### src/rtl/rcl_pkg.sv
// Shared constants, types and the color wheel function for the rainbow cycle generator.
package rcl_pkg;

	localparam int PIXELS = 16;

	localparam int TS_W    = 32;
	localparam int WAIT_W  = 8;
	localparam int HUE_W   = 8;
	localparam int IDX_W   = 6;
	localparam int COLOR_W = 24;
	localparam int CHAN_W  = 8;

	localparam int PIX_W = (PIXELS > 1) ? $clog2(PIXELS) : 1;

	localparam logic [WAIT_W-1:0] FRAME_WAIT_RST = WAIT_W'(10);

	// Wheel base of pixel i is floor(i*256/PIXELS); walk it with a step and a remainder.
	localparam int WHEEL_SPAN = 256;
	localparam int BASE_STEP  = WHEEL_SPAN / PIXELS;
	localparam int BASE_REM   = WHEEL_SPAN % PIXELS;
	localparam int REM_W      = $clog2(2 * PIXELS + 1);

	localparam int CMDQ_DEPTH = 2;
	localparam int CMDQ_PTR_W = 1;
	localparam int CMDQ_CNT_W = 2;

	localparam logic [CHAN_W-1:0] WHEEL_SEG1 = CHAN_W'(85);
	localparam logic [CHAN_W-1:0] WHEEL_SEG2 = CHAN_W'(170);
	localparam logic [CHAN_W-1:0] CHAN_MAX   = CHAN_W'(255);

	typedef logic [HUE_W-1:0] hue_t;

	// Frame command handed from the front to the back through the queue.
	typedef struct packed {
		logic push;
		hue_t hue;
	} frame_cmd_t;

	function automatic logic [CHAN_W-1:0] times3(input logic [CHAN_W-1:0] v);
		logic [CHAN_W+1:0] s;
		s = {2'b00, v} + {1'b0, v, 1'b0};
		return s[CHAN_W-1:0];
	endfunction

	function automatic logic [COLOR_W-1:0] wheel_grb(input logic [CHAN_W-1:0] pos);
		logic [CHAN_W-1:0] p;
		logic [CHAN_W-1:0] q3;
		logic [CHAN_W-1:0] r;
		logic [CHAN_W-1:0] g;
		logic [CHAN_W-1:0] b;
		p = CHAN_MAX - pos;
		if (p < WHEEL_SEG1) begin
			q3 = times3(p);
			r  = CHAN_MAX - q3;
			g  = '0;
			b  = q3;
		end else if (p < WHEEL_SEG2) begin
			q3 = times3(p - WHEEL_SEG1);
			r  = '0;
			g  = q3;
			b  = CHAN_MAX - q3;
		end else begin
			q3 = times3(p - WHEEL_SEG2);
			r  = q3;
			g  = CHAN_MAX - q3;
			b  = '0;
		end
		return {g, r, b};
	endfunction

endpackage

### src/rtl/rcl_front.sv
// Front end: tick compare, hue advance and next update time.
module rcl_front import rcl_pkg::*; (
	input  logic              clk,
	input  logic              arst_n,
	input  logic              accept,
	input  logic [TS_W-1:0]   timestamp,
	input  logic              cfg_write,
	input  logic [WAIT_W-1:0] cfg_wait,
	output frame_cmd_t        cmd
);

	logic              started_q;
	hue_t              hue_q;
	logic [TS_W-1:0]   next_time_q;
	logic [WAIT_W-1:0] frame_wait_q;
	logic              update;
	hue_t              hue_next;

	assign update   = accept && started_q && (timestamp > next_time_q);
	assign hue_next = hue_q + HUE_W'(1);

	assign cmd.push = update;
	assign cmd.hue  = hue_next;

	always_ff @(posedge clk or negedge arst_n) begin
		if (!arst_n) begin
			started_q    <= 1'b0;
			hue_q        <= '0;
			next_time_q  <= '0;
			frame_wait_q <= FRAME_WAIT_RST;
		end else begin
			if (cfg_write) begin
				frame_wait_q <= cfg_wait;
			end
			// First tick only arms the timer.
			if (accept && !started_q) begin
				started_q   <= 1'b1;
				next_time_q <= timestamp;
			end else if (update) begin
				hue_q       <= hue_next;
				next_time_q <= timestamp + TS_W'(frame_wait_q);
			end
		end
	end

endmodule

### src/rtl/rcl_cmdq.sv
// Small queue of frame commands between front and back.
module rcl_cmdq import rcl_pkg::*; (
	input  logic       clk,
	input  logic       arst_n,
	input  frame_cmd_t wr,
	input  logic       pop,
	output logic       full,
	output logic       empty,
	output hue_t       head_hue
);

	hue_t                  mem_q [CMDQ_DEPTH];
	logic [CMDQ_PTR_W-1:0] wr_ptr_q;
	logic [CMDQ_PTR_W-1:0] rd_ptr_q;
	logic [CMDQ_CNT_W-1:0] count_q;
	logic                  do_push;
	logic                  do_pop;

	assign full     = (count_q == CMDQ_CNT_W'(CMDQ_DEPTH));
	assign empty    = (count_q == '0);
	assign head_hue = mem_q[rd_ptr_q];
	assign do_push  = wr.push && !full;
	assign do_pop   = pop && !empty;

	always_ff @(posedge clk) begin
		if (do_push) begin
			mem_q[wr_ptr_q] <= wr.hue;
		end
	end

	always_ff @(posedge clk or negedge arst_n) begin
		if (!arst_n) begin
			wr_ptr_q <= '0;
			rd_ptr_q <= '0;
			count_q  <= '0;
		end else begin
			if (do_push) begin
				wr_ptr_q <= wr_ptr_q + CMDQ_PTR_W'(1);
			end
			if (do_pop) begin
				rd_ptr_q <= rd_ptr_q + CMDQ_PTR_W'(1);
			end
			case ({do_push, do_pop})
				2'b10:   count_q <= count_q + CMDQ_CNT_W'(1);
				2'b01:   count_q <= count_q - CMDQ_CNT_W'(1);
				default: count_q <= count_q;
			endcase
		end
	end

endmodule

### src/rtl/rcl_back.sv
// Back end: walk the pixels of one frame and hold each color in the output register.
module rcl_back import rcl_pkg::*; (
	input  logic               clk,
	input  logic               arst_n,
	input  logic               cmd_empty,
	input  hue_t               cmd_hue,
	output logic               cmd_pop,
	output logic               empty,
	input  logic               pop,
	output logic [IDX_W-1:0]   pixel_index,
	output logic [COLOR_W-1:0] grb_color,
	output logic               frame_last
);

	logic               active_q;
	hue_t               hue_q;
	logic [PIX_W-1:0]   pix_q;
	logic [CHAN_W-1:0]  base_q;
	logic [REM_W-1:0]   rem_q;
	logic               out_valid_q;
	logic [IDX_W-1:0]   out_idx_q;
	logic [COLOR_W-1:0] out_color_q;
	logic               out_last_q;

	logic               adv;
	logic               emit;
	logic               last_pix;
	logic [REM_W-1:0]   rem_sum;
	logic               rem_wrap;

	assign adv      = !out_valid_q || pop;
	assign emit     = active_q && adv;
	assign last_pix = (pix_q == PIX_W'(PIXELS - 1));
	assign cmd_pop  = !cmd_empty && (!active_q || (emit && last_pix));

	assign rem_sum  = rem_q + REM_W'(BASE_REM);
	assign rem_wrap = (rem_sum >= REM_W'(PIXELS));

	assign empty       = !out_valid_q;
	assign pixel_index = out_idx_q;
	assign grb_color   = out_color_q;
	assign frame_last  = out_last_q;

	always_ff @(posedge clk) begin
		if (emit) begin
			out_idx_q   <= IDX_W'(pix_q);
			out_color_q <= wheel_grb(base_q + hue_q);
			out_last_q  <= last_pix;
		end
		if (cmd_pop) begin
			hue_q  <= cmd_hue;
			pix_q  <= '0;
			base_q <= '0;
			rem_q  <= '0;
		end else if (emit) begin
			pix_q  <= pix_q + PIX_W'(1);
			base_q <= base_q + CHAN_W'(BASE_STEP) + CHAN_W'(rem_wrap);
			rem_q  <= rem_wrap ? (rem_sum - REM_W'(PIXELS)) : rem_sum;
		end
	end

	always_ff @(posedge clk or negedge arst_n) begin
		if (!arst_n) begin
			active_q    <= 1'b0;
			out_valid_q <= 1'b0;
		end else begin
			if (adv) begin
				out_valid_q <= active_q;
			end
			if (cmd_pop) begin
				active_q <= 1'b1;
			end else if (emit && last_pix) begin
				active_q <= 1'b0;
			end
		end
	end

endmodule

### src/rtl/rainbow_cycle_led_pattern.sv
// Top level of the rainbow cycle frame generator: front, command queue and pixel back end.
// Path: a frame's first pixel goes via the command queue, frame registers and output register.
// Throughput: one tick item per cycle while the command queue has room; an updating tick yields
// PIXELS results from the back end's single pixel walker, one per cycle while pop drains them.
// Reset (arst_n low) clears the timer, hue, queue and output, and restores frame_wait to 10.
module rainbow_cycle_led_pattern import rcl_pkg::*; (
	input  logic               clk,
	input  logic               arst_n,
	input  logic               push,
	output logic               full,
	input  logic [TS_W-1:0]    timestamp,
	output logic               empty,
	input  logic               pop,
	output logic [IDX_W-1:0]   pixel_index,
	output logic [COLOR_W-1:0] grb_color,
	output logic               frame_last,
	input  logic               cfg_valid,
	output logic               cfg_ready,
	input  logic [WAIT_W-1:0]  frame_wait
);

	frame_cmd_t cmd;
	logic       accept;
	logic       cmdq_empty;
	logic       cmdq_pop;
	hue_t       cmdq_hue;

	// Take ticks whenever the queue can absorb a frame command.
	assign accept    = push && !full;
	// Config register is always writable.
	assign cfg_ready = 1'b1;

	rcl_front u_front (
		.clk       (clk),
		.arst_n    (arst_n),
		.accept    (accept),
		.timestamp (timestamp),
		.cfg_write (cfg_valid),
		.cfg_wait  (frame_wait),
		.cmd       (cmd)
	);

	// Decouple tick handling from the pixel walk.
	rcl_cmdq u_cmdq (
		.clk      (clk),
		.arst_n   (arst_n),
		.wr       (cmd),
		.pop      (cmdq_pop),
		.full     (full),
		.empty    (cmdq_empty),
		.head_hue (cmdq_hue)
	);

	// Emit one pixel per cycle into the output register while pop drains it.
	rcl_back u_back (
		.clk         (clk),
		.arst_n      (arst_n),
		.cmd_empty   (cmdq_empty),
		.cmd_hue     (cmdq_hue),
		.cmd_pop     (cmdq_pop),
		.empty       (empty),
		.pop         (pop),
		.pixel_index (pixel_index),
		.grb_color   (grb_color),
		.frame_last  (frame_last)
	);

endmodule
### config.mk
export PLATFORM = sky130hd
export DESIGN_NAME = rainbow_cycle_led_pattern
export DESIGN_NICKNAME = d
export VERILOG_FILES = /design/src/rtl/rcl_pkg.sv /design/src/rtl/rcl_front.sv /design/src/rtl/rcl_cmdq.sv /design/src/rtl/rcl_back.sv /design/src/rtl/rainbow_cycle_led_pattern.sv
export SDC_FILE = /design/constraint.sdc
export NUM_CORES = 1
export LEC_CHECK = 0
export BUFFER_PORTS_ARGS = -buffer_cell sky130_fd_sc_hd__clkbuf_2
export CORE_MARGIN = 4
export CORE_UTILIZATION = 64
export DETAILED_ROUTE_END_ITERATION = 8
export PLACE_DENSITY = 0.84
export SYNTH_ARGS = -nofsm -noshare
export SYNTH_HDL_FRONTEND = slang
export SYNTH_SLANG_ARGS = --single-unit
### constraint.sdc
create_clock -name clk -period 12.5 [get_ports clk]
set_input_delay 0.625 -clock clk [delete_from_list [all_inputs] [get_ports clk]]
set_output_delay 0.625 -clock clk [all_outputs]
set_load 0.05 [all_outputs]
# Word level (Yosys, flattened, before mapping)

Memory sizes are Yosys's and may differ from the RTL's. A register that Yosys moved wholly into a read port is not among the register bits.
Index checks and enable logic that the tools add are counted.
W data, S select, Z words.

$add $sub $neg: 20
$lt $le $gt $ge: 4
Equality and inequality tests: 4
Muxes and demuxes: 12
Bitwise gates (word level): 1
Reduce and logical (&&, ||, !) cells: 22

Operator list:

| kind                  | count |
|---|---|
| $mux W32              | 2 |
| $mux W8               | 5 |
| $add A32 B8 Y32       | 1 |
| $add A8 B8 Y8         | 4 |
| $gt A32 B32 Y1        | 1 |
| $sub A8 B8 Y8 const A | 4 |
| $logic_and A1 B1 Y1   | 9 |
| $add A8 B1 Y8         | 1 |
| $add A8 B1 Y8 const B | 1 |
| $add A8 B5 Y8 const B | 1 |
| $lt A8 B7 Y1 const B  | 1 |
| $lt A8 B8 Y1 const B  | 1 |
| $sub A8 B7 Y8 const B | 1 |
| $sub A8 B8 Y8 const B | 1 |
| $ge A6 B5 Y1 const B  | 1 |
| $reduce_bool A2 Y1    | 3 |
| $sub A6 B5 Y6 const B | 1 |
| $logic_not A1 Y1      | 5 |
| $add A4 B1 Y4 const B | 1 |
| $eq A2 B2 Y1 const B  | 2 |
| $eq A4 B4 Y1 const B  | 1 |
| $mux W1               | 4 |
| $pmux W2 S2           | 1 |
| $reduce_and A2 Y1     | 2 |
| 7 further kinds       | 9 |

Register bits after elaboration: 102
Bits in writable memories: 16
Input port bits: 45
Output and inout bits: 34
Word-level logic and storage cells: 80
Memories: 1

Memories:

| name         | words | width | read ports | clocked after memory_dff | wr ports | RTL line       | RTL |
|---|---|---|---|---|---|---|---|
| u_cmdq.mem_q | 2     | 8     | 1          | 1                        | 1        | rcl_cmdq.sv:12 | `hue_t mem_q [CMDQ_DEPTH];` |

# Longest topological paths before layout

Gate-level depths: netlist of run 1.

Depth after elaboration: 9
Mapped depth: 19
Gate-level depth less buffers: 19

# Hierarchy

From an unflattened synthesis of run 1, not the netlist that was laid out.

Cell total of the unflattened synthesis: 813
Area total of the unflattened synthesis: 8271.7 sq um

By module, submodules not included:

| module                    | instances | cells an instance | area each (sq um) | seq. area each (sq um) |
|---|---|---|---|---|
| rcl_front                 | 1         | 397               | 3813.7            | 1228.7 |
| rcl_back                  | 1         | 370               | 3661.0            | 1441.4 |
| rcl_cmdq                  | 1         | 43                | 772.0             | 580.6 |
| rainbow_cycle_led_pattern | 1         | 3                 | 25.0              | 0.0 |

# Worst setup path after synthesis of run 1

Ideal clock, no wire load.

Path type: register to register
From: reg u_back.base_q[1]
To: reg u_back.out_color_q[23], in the netlist u_back.grb_color[23] (data pin)
Library setup time: 274 ps
Data arrival time: 4087 ps
Path slack: 8138 ps
Stages on the path, launching flop included: 20
Buffers on the path: 0
Clock period less this slack: 4362 ps
Cells stage by stage: dfxtp_1 inv_1 ha_1 nor2b_4 o22ai_2 xnor2_1 inv_1 ha_1 a21boi_0 mux2i_1 xor2_1 ha_1 or2_2 o22ai_1 a21oi_1 o211a_1 o41a_1 mux2i_1 mux2i_1 a211oi_1

Longest elaborated chain between the ends: 6
Elaborated cells between the ends (all ways): 10
Those cells by class: 7 x add/sub; 2 x order compare; 1 x mux

Ends and longest elaborated chain:

| item                   | RTL line       | RTL |
|---|---|---|
| from (decl)            | rcl_back.sv:18 | `logic [CHAN_W-1:0] base_q;` |
| from (signal assigned) | rcl_back.sv:57 | `base_q <= base_q + CHAN_W'(BASE_STEP) + CHAN_W'(rem_wrap);` |
| $add A8 B8 Y8 *        | rcl_back.sv:47 | `out_color_q <= wheel_grb(base_q + hue_q);` |
| $sub A8 B8 Y8 *        | rcl_pkg.sv:51  | `p = CHAN_MAX - pos;` |
| $sub A8 B8 Y8          | rcl_pkg.sv:63  | `q3 = times3(p - WHEEL_SEG2);` |
| $add A8 B8 Y8          | rcl_pkg.sv:41  | `s = {2'b00, v} + {1'b0, v, 1'b0};` |
| $sub A8 B8 Y8          | rcl_pkg.sv:65  | `g = CHAN_MAX - q3;` |
| $mux W8                | rcl_pkg.sv:57  | `end else if (p < WHEEL_SEG2) begin` |
| to (signal assigned)   | rcl_back.sv:47 |  |
| to (decl)              | rcl_back.sv:22 | `logic [COLOR_W-1:0] out_color_q;` |

Every way passes the cells marked *; elsewhere a longest branch is shown, timed or not.
A chain may end at the register's enable or synchronous reset.

# Final worst setup path of run 1

Same ends and word-level chain as after synthesis.

==> results of run 1 <==
metrics by stage:
step / total power, µW / hold WS, ns / instances / setup slack (ns) / util
finish: 2660 / 0.342 / 1057 / 7.29 / 0.754
global placement: 2080 / 0.462 / 1025 / 7.82 / 0.706
global route: 2860 / 0.406 / 1057 / 7.04 / 0.754
detailed placement: 2150 / 0.485 / 1025 / 7.48 / 0.706
floorplan: 1860 / 0.329 / 794 / 8.14 / -
CTS: 2670 / 0.360 / 1057 / 7.38 / 0.754
layout make-up:
class,instances,area share
clock buffer,19,0.0472
clock inverter,13,0.0165
inverter,85,0.0349
multi-input combinational,567,0.477
sequential,122,0.354
tap,168,0.0229
timing repair buffer,83,0.0475
worst register-to-register path, stage by stage (launching register included):
cell and delay, ns:
dfxtp_1 0.47, inv_1 0.08, ha_1 0.29, nor2b_4 0.15, o22ai_2 0.12, xnor2_1 0.62
inv_1 0.15, ha_1 0.26, a21boi_0 0.22, mux2i_1 0.24, xor2_1 0.26, ha_1 0.30
or2_2 0.28, o22ai_1 0.33, a21oi_1 0.09, o211a_1 0.13, o41a_1 0.41, mux2i_1 0.21
mux2i_1 0.25, a211oi_1 0.07
state kept, by name, summed over array words and instances (netlist names):
signal                flops
u_cmdq.count_q            2
u_back.pix_q              4
u_back.grb_color         24
u_back.out_valid_q        1
u_back.frame_last         1
u_cmdq.rd_ptr_q           1
u_front.next_time_q      32
u_back.rem_q              2
u_cmdq.mem_q             16
u_front.started_q         1
u_back.hue_q              8
u_front.hue_q             8
u_back.base_q             8
u_front.frame_wait_q      8
u_back.pixel_index        4
u_cmdq.wr_ptr_q           1
u_back.active_q           1
Yosys cell counts, types with 4 or more instances:
master and n:
or3_1 4, buf_4 4, and2_1 4, nand3_1 16
inv_1 83, mux2_2 17, fa_1 4, nor2_1 45
mux2i_1 22, and3_1 6, o21a_1 5, xnor2_1 52
dfxtp_1 14, clkbuf_1 11, nand2b_1 7, a211oi_1 5
a21o_1 17, nor3_1 10, edfxtp_1 53, nand2_1 51
o211ai_1 4, or2_2 7, o21ai_1 6, nor2b_1 11
xor2_1 30, a21oi_1 44, o21ai_0 23, o21bai_1 5
ha_1 82, dfrtp_1 53, a22oi_1 6, nand4_1 27
power by group through the flow:
stage | combinational [µW] | sequential (µW) | clock, µW
6_report | 1490 | 686 | 491
5_1_grt | 1650 | 698 | 515
4_1_cts | 1490 | 686 | 495
3_5_place_dp | 1460 | 692 | 0
3_3_place_gp | 1400 | 683 | 0
2_1_floorplan | 1030 | 830 | 0
placed cells by master, fill, tap and decap left out, types with 8 or more instances in the layout:
cell type / instances
xor2_1: 30
a21o_1: 17
xnor2_1: 52
o21ai_0: 23
nor2b_1: 11
inv_1: 83
dfrtp_1: 53
nor3_1: 10
mux2i_1: 22
buf_4: 8
nand3_1: 16
edfxtp_1: 53
dfxtp_1: 14
a21oi_1: 43
nor2_1: 45
ha_1: 82
nand4_1: 27
clkbuf_2: 75
nand2_1: 51
mux2_2: 17
clkbuf_16: 17
cell families after synthesis:
kind of cell / share of synthesized area
other: 0.000933
flip-flops: 0.404
buffers and inverters: 0.0541
adder cells (fa/ha/maj): 0.137
XOR/XNOR: 0.0981
AND/OR/NAND/NOR: 0.125
multiplexers: 0.0539
AO/OA/AOI/OAI: 0.127
layer usage:
layer  GRT usage  vias to the layer above
li1            -                     2954
met1       0.310                     3028
met2       0.464                      190
met3      0.0523                       48
met4       0.108                        0
met5           0                        -
worst min path at each step:
stage,start,to,cells past startpoint
detailed placement,u_back.pix_q[2]$_SDFFE_PP0P_,u_back.pixel_index[2]$_DFFE_PP_,0
floorplan,arst_n,u_back.active_q$_DFFE_PN0P_,0
global placement,u_back.pix_q[3]$_SDFFE_PP0P_,u_back.pixel_index[3]$_DFFE_PP_,0
CTS,arst_n,u_front.next_time_q[3]$_DFFE_PN0P_,2
finish,arst_n,u_front.next_time_q[3]$_DFFE_PN0P_,2
global route,arst_n,u_front.next_time_q[3]$_DFFE_PN0P_,2
==> metrics.txt, run 1 <==
Clk Latency, worst-skew pair 0.42 ns; layout cells sized above 1 0.175; grt ovf 0; Min Clock Period, post-route 5.21 ns; pin count of the biggest net entering global routing 56; Root Buffer clkbuf_16; Comb pwr share 0.558; wl on met1 7180 µm; Hold Path Class primary input to async pin; internal power 1510 µW; R2R depth 19; post-route setup TNS 0 ns; drt initial violations 396; Vias/cell 5.88; Post-CTS Setup Inserts 0; std cell rows 40; CTS tree built; crit path capture type flop; cts hold-fix bufs 0; Synth Instances 793; CTS Buffer Depth 2; # fillers 795; number of synthesized register bits 122; crit path launch u_back.base_q[1]$_SDFFE_PP0P_; final-report setup violation count 0; Storage cell area 3250 µm²; routed via count 6,220; Top FF cell, synth edfxtp_1; top sig layer met4; initial antenna violation count 0; area growth from synthesis to layout 13.9%; clk slew on worst S/H paths 0.06 ns; die height 120 µm; Critical Path RT 12.64 ns; crit path to u_back.grb_color[23]$_SDFFCE_PP0P_; final WL 17,700 µm; I/O Buffers 75; Routed Antenna Nets 0; Post-synth ARST share 0.451; CTS buffer count 17; area share of the largest cell type after synthesis 0.198; status completed; Initial Util 0.662; peak supply drop 171 µV; reg2reg end u_back.grb_color[23]$_SDFFCE_PP0P_; area of the multi-input gates 4370 µm²; fin. max-slew vios 0; Post-synth EDFFs 53; die width 120 µm; core area 12,200 µm²; relative slew slack 0.357; Die ar. 14,400 µm²; synth top area cells edfxtp_1, dfrtp_1, ha_1; total track usage 0.262; switching share of power 0.432; Worst Clk Skew 0.00711 ns; setup slack, reg-to-reg 7.29 ns; Fin. Hold Viols 0; Pwr per Cell Area 290 nW/µm²; I/O Pins 79; CTS H-tree depth 4; Post-Synthesis Cell Area 8050 µm²; CP top delay family compound AO/OA/AOI/OAI gates; Synth area leader edfxtp_1; PostCTS Resize Cnt 0; Arrival @ worst endpoint 5.35 ns; syn avg cell area 10.2 µm²; met3 wire len 868 µm; Switch Pwr 1150 µW; Setup Crit Path Kind flop to flop; nets@finish 1,007; WL/cell 16.7 µm; WP buf/inv 2; vias in the first global route 6,506; critical-path cell list inv_1, ha_1, nor2b_4, o22ai_2, xnor2_1, inv_1, ha_1, a21boi_0, mux2i_1, xor2_1, ha_1, or2_2, o22ai_1, a21oi_1, o211a_1, o41a_1, mux2i_1, mux2i_1, a211oi_1; final period utilization 0.416; Max Cap Viol 0; synth unique cells 75; register area share after synthesis 0.404; Fmax 0.192 GHz; power share of the clock group 0.184; Yosys warnings 0; slowest stage delay, CP 0.62 ns; critical path depth 19; Seq pwr share 0.258; CP startpoint kind flop; DR pass1 iterations 5; peak fanout along the critical path 7; first-pass GRT wire length 30,500 µm; Slowest-stage cell, CP xnor2_1; Antenna Cells 0; design area 9170 µm²; unrepaired setup endpoints after global routing no; WL met2 9170 µm; placed inst area 8590 µm²; GP Congestion 0.921; LEAKAGE 0.00413 µW; final routed DRC violation total 0; Sink Count 122; Worst R2R Start u_back.base_q[1]$_SDFFE_PP0P_; Slew @ Worst Pin 0.965 ns; DP Wirelength 12,600 µm
(Power assumes the default switching activity.)
==> inputs of run 2 (changes only) <==
- CORE_UTILIZATION: 64 -> 54
- PLACE_DENSITY: 0.84 -> 0.76
- clock period: 12.5 -> 4.5 ns (I/O delays scaled with it)
==> run 2 against run 1 <==
First-iteration DRC count down 29%. Critical path depth stayed put. Worst hold slack worse by 0.30 ns. Critical path type unchanged.
==> metrics.txt, run 2 (same netlist as run 1, synthesis figures left out) <==
CTS Buffer Depth 2 (unchanged); Antenna Cells 0 (unchanged); std cell rows 44 (+10%); LEAKAGE 0.00419 µW (+1.4%); relative slew slack 0.340 (-0.0162); Sink Count 122 (unchanged); Root Buffer clkbuf_16; Worst R2R Start u_back.base_q[2]$_SDFFE_PP0P_; fin. max-slew vios 0 (unchanged); post-route setup TNS 0 ns (unchanged); final period utilization 0.926 (+0.510); Vias/cell 5.57 (-5.4%); most frequent cells in the layout inv_1, ha_1, clkbuf_2; R2R depth 19 (unchanged); Hold Path Class primary input to flop; Setup Crit Path Kind flop to flop; peak fanout along the critical path 5 (-2); core area 14,600 µm² (+20%); unrepaired setup endpoints after global routing no; crit path to u_back.grb_color[23]$_SDFFCE_PP0P_; DR pass1 iterations 4 (-1); Arrival @ worst endpoint 4.31 ns (-1.04 ns); pin count of the biggest net entering global routing 56 (unchanged); total track usage 0.211 (-0.0512); area growth from synthesis to layout 15.4%; Core Util, Final 0.637 (-0.117); layout cells sized above 1 0.188 (+0.0127); Max Cap Viol 0 (unchanged); HP Start frame_wait[4]; max reg flops 32 (unchanged); crit path launch u_back.base_q[2]$_SDFFE_PP0P_; Pwr per Cell Area 794 nW/µm² (+170%); Clk Latency, worst-skew pair 0.42 ns (about the same); commonest non-fill, non-tap cell in the layout inv_1; initial antenna violation count 0 (unchanged); final WL 16,600 µm (-6.5%); DP Wirelength 12,300 µm (-2.6%); die height 130 µm (+8.3%); reg2reg end u_back.grb_color[23]$_SDFFCE_PP0P_; status completed; vias in the first global route 6,092 (-6.4%); Routed Antenna Nets 0 (unchanged); final routed DRC violation total 0 (unchanged); Critical Path RT 4.64 ns (-8.00 ns); Die ar. 16,900 µm² (+17%); nets@finish 1,016 (+0.89%); Slew @ Worst Pin 0.984 ns (+0.0185 ns); setup slack, reg-to-reg 0.33 ns (-6.96 ns); CTS H-tree depth 4 (unchanged); crit path capture type flop; Initial Util 0.552 (-0.110); Fin. Hold Viols 0 (unchanged); CTS tree built; CP startpoint kind flop; clk slew on worst S/H paths 0.05 ns (about the same); Reg with most FFs u_front.next_time_q; routed via count 6,026 (-3.1%); CTS buffer count 17 (unchanged); final-report setup violation count 0 (unchanged); peak supply drop 422 µV (+150%); WL/cell 15.3 µm (-8.6%); I/O Pins 79 (unchanged); grt ovf 0 (unchanged); Worst Clk Skew 0.00934 ns (+0.00223 ns); Fmax 0.240 GHz (+25%); Final Power 7380 µW (+180%); I/O Buffers 75 (unchanged); drt initial violations 283 (-29%); GP Congestion 0.882 (-4.2%); die width 130 µm (+8.3%); first-pass GRT wire length 28,500 µm (-6.6%); Min Clock Period, post-route 4.17 ns (-1.04 ns)
## run 2: cell count changes in the layout (fill, tap and decap cells not counted), sizes merged
cell         previous run  this run
buf                     8        15
dlygate4sd3             0         2
clkbuf                 94        95
inv                    84        83
## run 2: how the worst min path moves through the flow
stage / endpoint / slack, ns / cells past startpoint
2_1_floorplan: u_back.active_q$_DFFE_PN0P_ / -0.07 / 0
3_3_place_gp: u_front.next_time_q[27]$_DFFE_PN0P_ / 0.42 / 2
3_5_place_dp: u_front.next_time_q[29]$_DFFE_PN0P_ / 0.41 / 2
4_1_cts: u_front.frame_wait_q[5]$_DFFE_PN0P_ / 0.02 / 2
5_1_grt: u_front.frame_wait_q[7]$_DFFE_PN0P_ / 0.04 / 2
6_report: u_front.frame_wait_q[4]$_DFFE_PN0P_ / 0.04 / 2
## run 2: power breakdown
group	switching, µW	internal (µW)
Clock	495	881
Combinational	2460	1650
Sequential	174	1720
Total	3130	4260
## run 2: final cells by class
type / count / area [µm²]
clock buffer: 20 / 447
clock inverter: 12 / 149
fill: 1164 / 5300
inverter: 85 / 320
multi-input combinational: 567 / 4390
sequential: 122 / 3250
tap: 184 / 230
timing repair buffer: 92 / 508
## run 2: routing by layer
layer / track usage / share of wire
met1: 0.265 / 0.44
met2: 0.361 / 0.50
met3: 0.0463 / 0.041
met4: 0.0697 / 0.020
met5: 0 / 0
## run 2: what timing repair did
| item | in CTS | in global routing |
|---|---|---|
| endpoints found under the hold margin | 54 | 0 |
| buffers inserted | 0 | 0 |
| hold buffers | 2 | 0 |
| gates resized for setup | 0 | 3 |
| setup endpoints to repair | 0 | 3 |
## run 2: through the flow
stage | hold slack [ns] | setup slack, ns | std cells | area [µm²]
final | 0.0382 | 0.333 | 1082 | 9290
after global routing | 0.0379 | 0.0249 | 1082 | 9290
after CTS | 0.0225 | 0.251 | 1082 | 9280
after detailed placement | 0.409 | 0.305 | 1048 | 8670
after global placement | 0.415 | 0.391 | 1048 | 8670
after floorplan | -0.0706 | 0.138 | 794 | 8050
## run 2: worst max-delay path, cell delays in order, from the launching register on
cell,delay (ns)
dfxtp_1,0.39
inv_1,0.09
ha_1,0.24
or2_1,0.23
o22ai_2,0.15
xnor2_1,0.16
inv_1,0.08
ha_1,0.21
a21boi_0,0.16
mux2i_1,0.13
xor2_1,0.21
ha_1,0.27
or2_2,0.29
o22ai_2,0.12
a21oi_1,0.06
o211a_1,0.13
o41a_1,0.41
mux2i_1,0.22
mux2i_1,0.27
a211oi_1,0.08
==> inputs of run 3 (changes only) <==
- CORE_UTILIZATION: 54 -> 56
- CTS_BUF_LIST: unset -> sky130_fd_sc_hd__clkbuf_4 sky130_fd_sc_hd__clkbuf_8
- PLACE_DENSITY: 0.76 -> 0.78
==> run 3 against run 2 <==
Worst setup slack worse by 0.012 ns. Die area is 3.4% lower. Combinational power hardly changed. Clock power is 32% lower. Sequential cell count stayed put. Wire length is 3.6% lower. Sequential power hardly changed. Global-route usage is 0.27 points lower. Utilization is 1.6 points higher. Critical path type unchanged. Critical endpoint unchanged. Largest cell class unchanged. Largest power group unchanged. Highest routed layer unchanged.
==> metrics.txt, run 3 (same netlist as run 1, synthesis figures left out) <==
status completed; grt ovf 0 (unchanged); peak supply drop 423 µV (+0.39%); Setup WS pre-CTS 0.328 ns (+0.0230 ns); WP buf/inv 3 (+1); CTS tree built; final period utilization 0.929 (+0.00262); GP Congestion 0.872 (-1.2%); relative slew slack 0.413 (+0.0724); CTS Buffer Depth 2 (unchanged); die height 128 µm (-1.7%); LEAKAGE 0.00412 µW (-1.6%); routed via count 5,940 (-1.4%); core area 14,000 µm² (-4.1%); max reg flops 32 (unchanged); Slowest-stage cell, CP dfxtp_1; peak fanout along the critical path 6 (+1); layout cells sized above 1 0.182 (-0.00608); CP startpoint kind flop; Final WS setup 0.321 ns (-0.0118 ns); Setup Crit Path Kind flop to flop; Worst R2R Start u_back.base_q[1]$_SDFFE_PP0P_; final-report setup violation count 0 (unchanged); R2R depth 19 (unchanged); Arrival @ worst endpoint 4.35 ns (+0.04 ns); unrepaired setup endpoints after global routing no; Die ar. 16,400 µm² (-3.4%); slowest stage delay, CP 0.45 ns (+0.04 ns); setup slack, reg-to-reg 0.32 ns (about the same); PostCTS Resize Cnt 0 (unchanged); Vias/cell 5.47 (-1.8%); clk slew on worst S/H paths 0.07 ns (+0.02 ns); # fillers 1,120 (-3.8%); top sig layer met4; final routed DRC violation total 0 (unchanged); Antenna Cells 0 (unchanged); nets@finish 1,024 (+0.79%); Fmax 0.239 GHz (-0.28%); area growth from synthesis to layout 13.5%; met3 wire len 591 µm (-13%); Sink Count 122 (unchanged); Min Clock Period, post-route 4.18 ns (+0.0118 ns); total track usage 0.208 (-0.00266); I/O Pins 79 (unchanged); reg2reg end u_back.grb_color[23]$_SDFFCE_PP0P_; drt initial violations 299 (+5.7%); initial antenna violation count 0 (unchanged); Final Non-Filler Cells 1,086 (+0.37%); Core Util, Final 0.653 (+0.0161); DP Wirelength 11,900 µm (-3.7%); worst hold path depth 2 (unchanged); final WL 16,000 µm (-3.6%); commonest non-fill, non-tap cell in the layout inv_1; most frequent cells in the layout inv_1, ha_1, clkbuf_2; I/O Buffers 75 (unchanged); area of the multi-input gates 4370 µm² (-0.34%); DR pass1 iterations 5 (+1); Worst Clk Skew 0.0118 ns (+0.00246 ns); Hold Path Class primary input to flop; Max Cap Viol 0 (unchanged); WL met2 8050 µm (-2.9%); CTS H-tree depth 4 (unchanged); CTS buffer count 17 (unchanged); CP top delay family compound AO/OA/AOI/OAI gates; crit path capture type flop; Routed Antenna Nets 0 (unchanged); std cell rows 43 (-2.3%); first-pass GRT wire length 27,300 µm (-4.3%); cell count after placement 1,045 (-0.29%); Pwr per Cell Area 763 nW/µm² (-4.0%); Fin. Hold Viols 0 (unchanged); WHS Endpoint u_front.next_time_q[10]$_DFFE_PN0P_; Initial Util 0.575 (+0.0237); Storage cell area 3250 µm² (about the same); wl on met1 7060 µm (-2.5%); WL/cell 14.7 µm (-4.0%); Reg with most FFs u_front.next_time_q; Slew @ Worst Pin 0.881 ns (-0.103 ns); post-route setup TNS 0 ns (unchanged); critical-path cell list inv_1, ha_1, nor2b_4, o22ai_2, xnor2_1, inv_1, ha_1, a21boi_0, mux2i_1, xor2_1, ha_1, or2_2, o22ai_1, buf_4, nor4b_1, o41a_1, mux2i_1, mux2i_1, a211oi_1; die width 128 µm (-1.7%); fin. max-slew vios 0 (unchanged); vias in the first global route 5,897 (-3.2%); pin count of the biggest net entering global routing 56 (unchanged); HP Start timestamp[10]; Clk Latency, worst-skew pair 0.45 ns (+0.03 ns); Root Buffer clkbuf_8; Critical Path RT 4.67 ns (+0.03 ns)
==> run 3: where the power goes <==
part,switching [µW],internal (µW),total (µW)
sequential,175,1720,1900
clock,439,505,944
combinational,2480,1650,4130
==> run 3: how the worst max path moves through the flow <==
stage,cells after the start,startpoint,end,slack [ns]
floorplan,19,u_back.base_q[1]$_SDFFE_PP0P_,u_back.grb_color[23]$_SDFFCE_PP0P_,0.14
global placement,19,u_back.base_q[1]$_SDFFE_PP0P_,u_back.grb_color[23]$_SDFFCE_PP0P_,0.43
detailed placement,19,u_back.base_q[1]$_SDFFE_PP0P_,u_back.grb_color[23]$_SDFFCE_PP0P_,0.33
CTS,19,u_back.base_q[1]$_SDFFE_PP0P_,u_back.grb_color[23]$_SDFFCE_PP0P_,0.33
global route,18,u_back.base_q[1]$_SDFFE_PP0P_,u_back.grb_color[23]$_SDFFCE_PP0P_,0.05
finish,19,u_back.base_q[1]$_SDFFE_PP0P_,u_back.grb_color[23]$_SDFFCE_PP0P_,0.32
==> run 3: what timing repair did <==
item,4_1_cts,5_1_grt
endpoints found under the hold margin,61,0
buffers inserted,0,0
hold buffers,9,0
==> run 3: layout make-up <==
cell class | count | share of cell area
repair buffers | 100 | 0.0641
well taps | 180 | 0.0247
inverters | 85 | 0.0351
flip-flops and latches | 122 | 0.356
multi-input cells | 567 | 0.479
clock buffers | 19 | 0.0279
clock inverters | 13 | 0.0138
==> run 3: layer usage <==
layer / track usage / vias to the layer above
met2: 0.365 / 118
met1: 0.254 / 2822
met4: 0.0655 / 0
met3: 0.0475 / 20
met5: 0 / -
li1: - / 2980
==> run 3: metrics by stage <==
stage	power [µW]	hold slack, ns	cell area [µm²]
finish	6970	0.0325	9140
global route	7520	0.00933	9140
CTS	7000	0.00109	9140
detailed placement	6000	0.410	8660
global placement	5890	0.410	8660
floorplan	5160	-0.0706	8050
==> run 3: worst register-to-register path, stage by stage, from the launching register on <==
cell and delay (ns):
dfxtp_1 0.45, inv_1 0.07, ha_1 0.30, nor2b_4 0.13, o22ai_2 0.16, xnor2_1 0.16
inv_1 0.08, ha_1 0.21, a21boi_0 0.16, mux2i_1 0.13, xor2_1 0.21, ha_1 0.25
or2_2 0.27, o22ai_1 0.16, buf_4 0.17, nor4b_1 0.05, o41a_1 0.39, mux2i_1 0.21
mux2i_1 0.26, a211oi_1 0.07
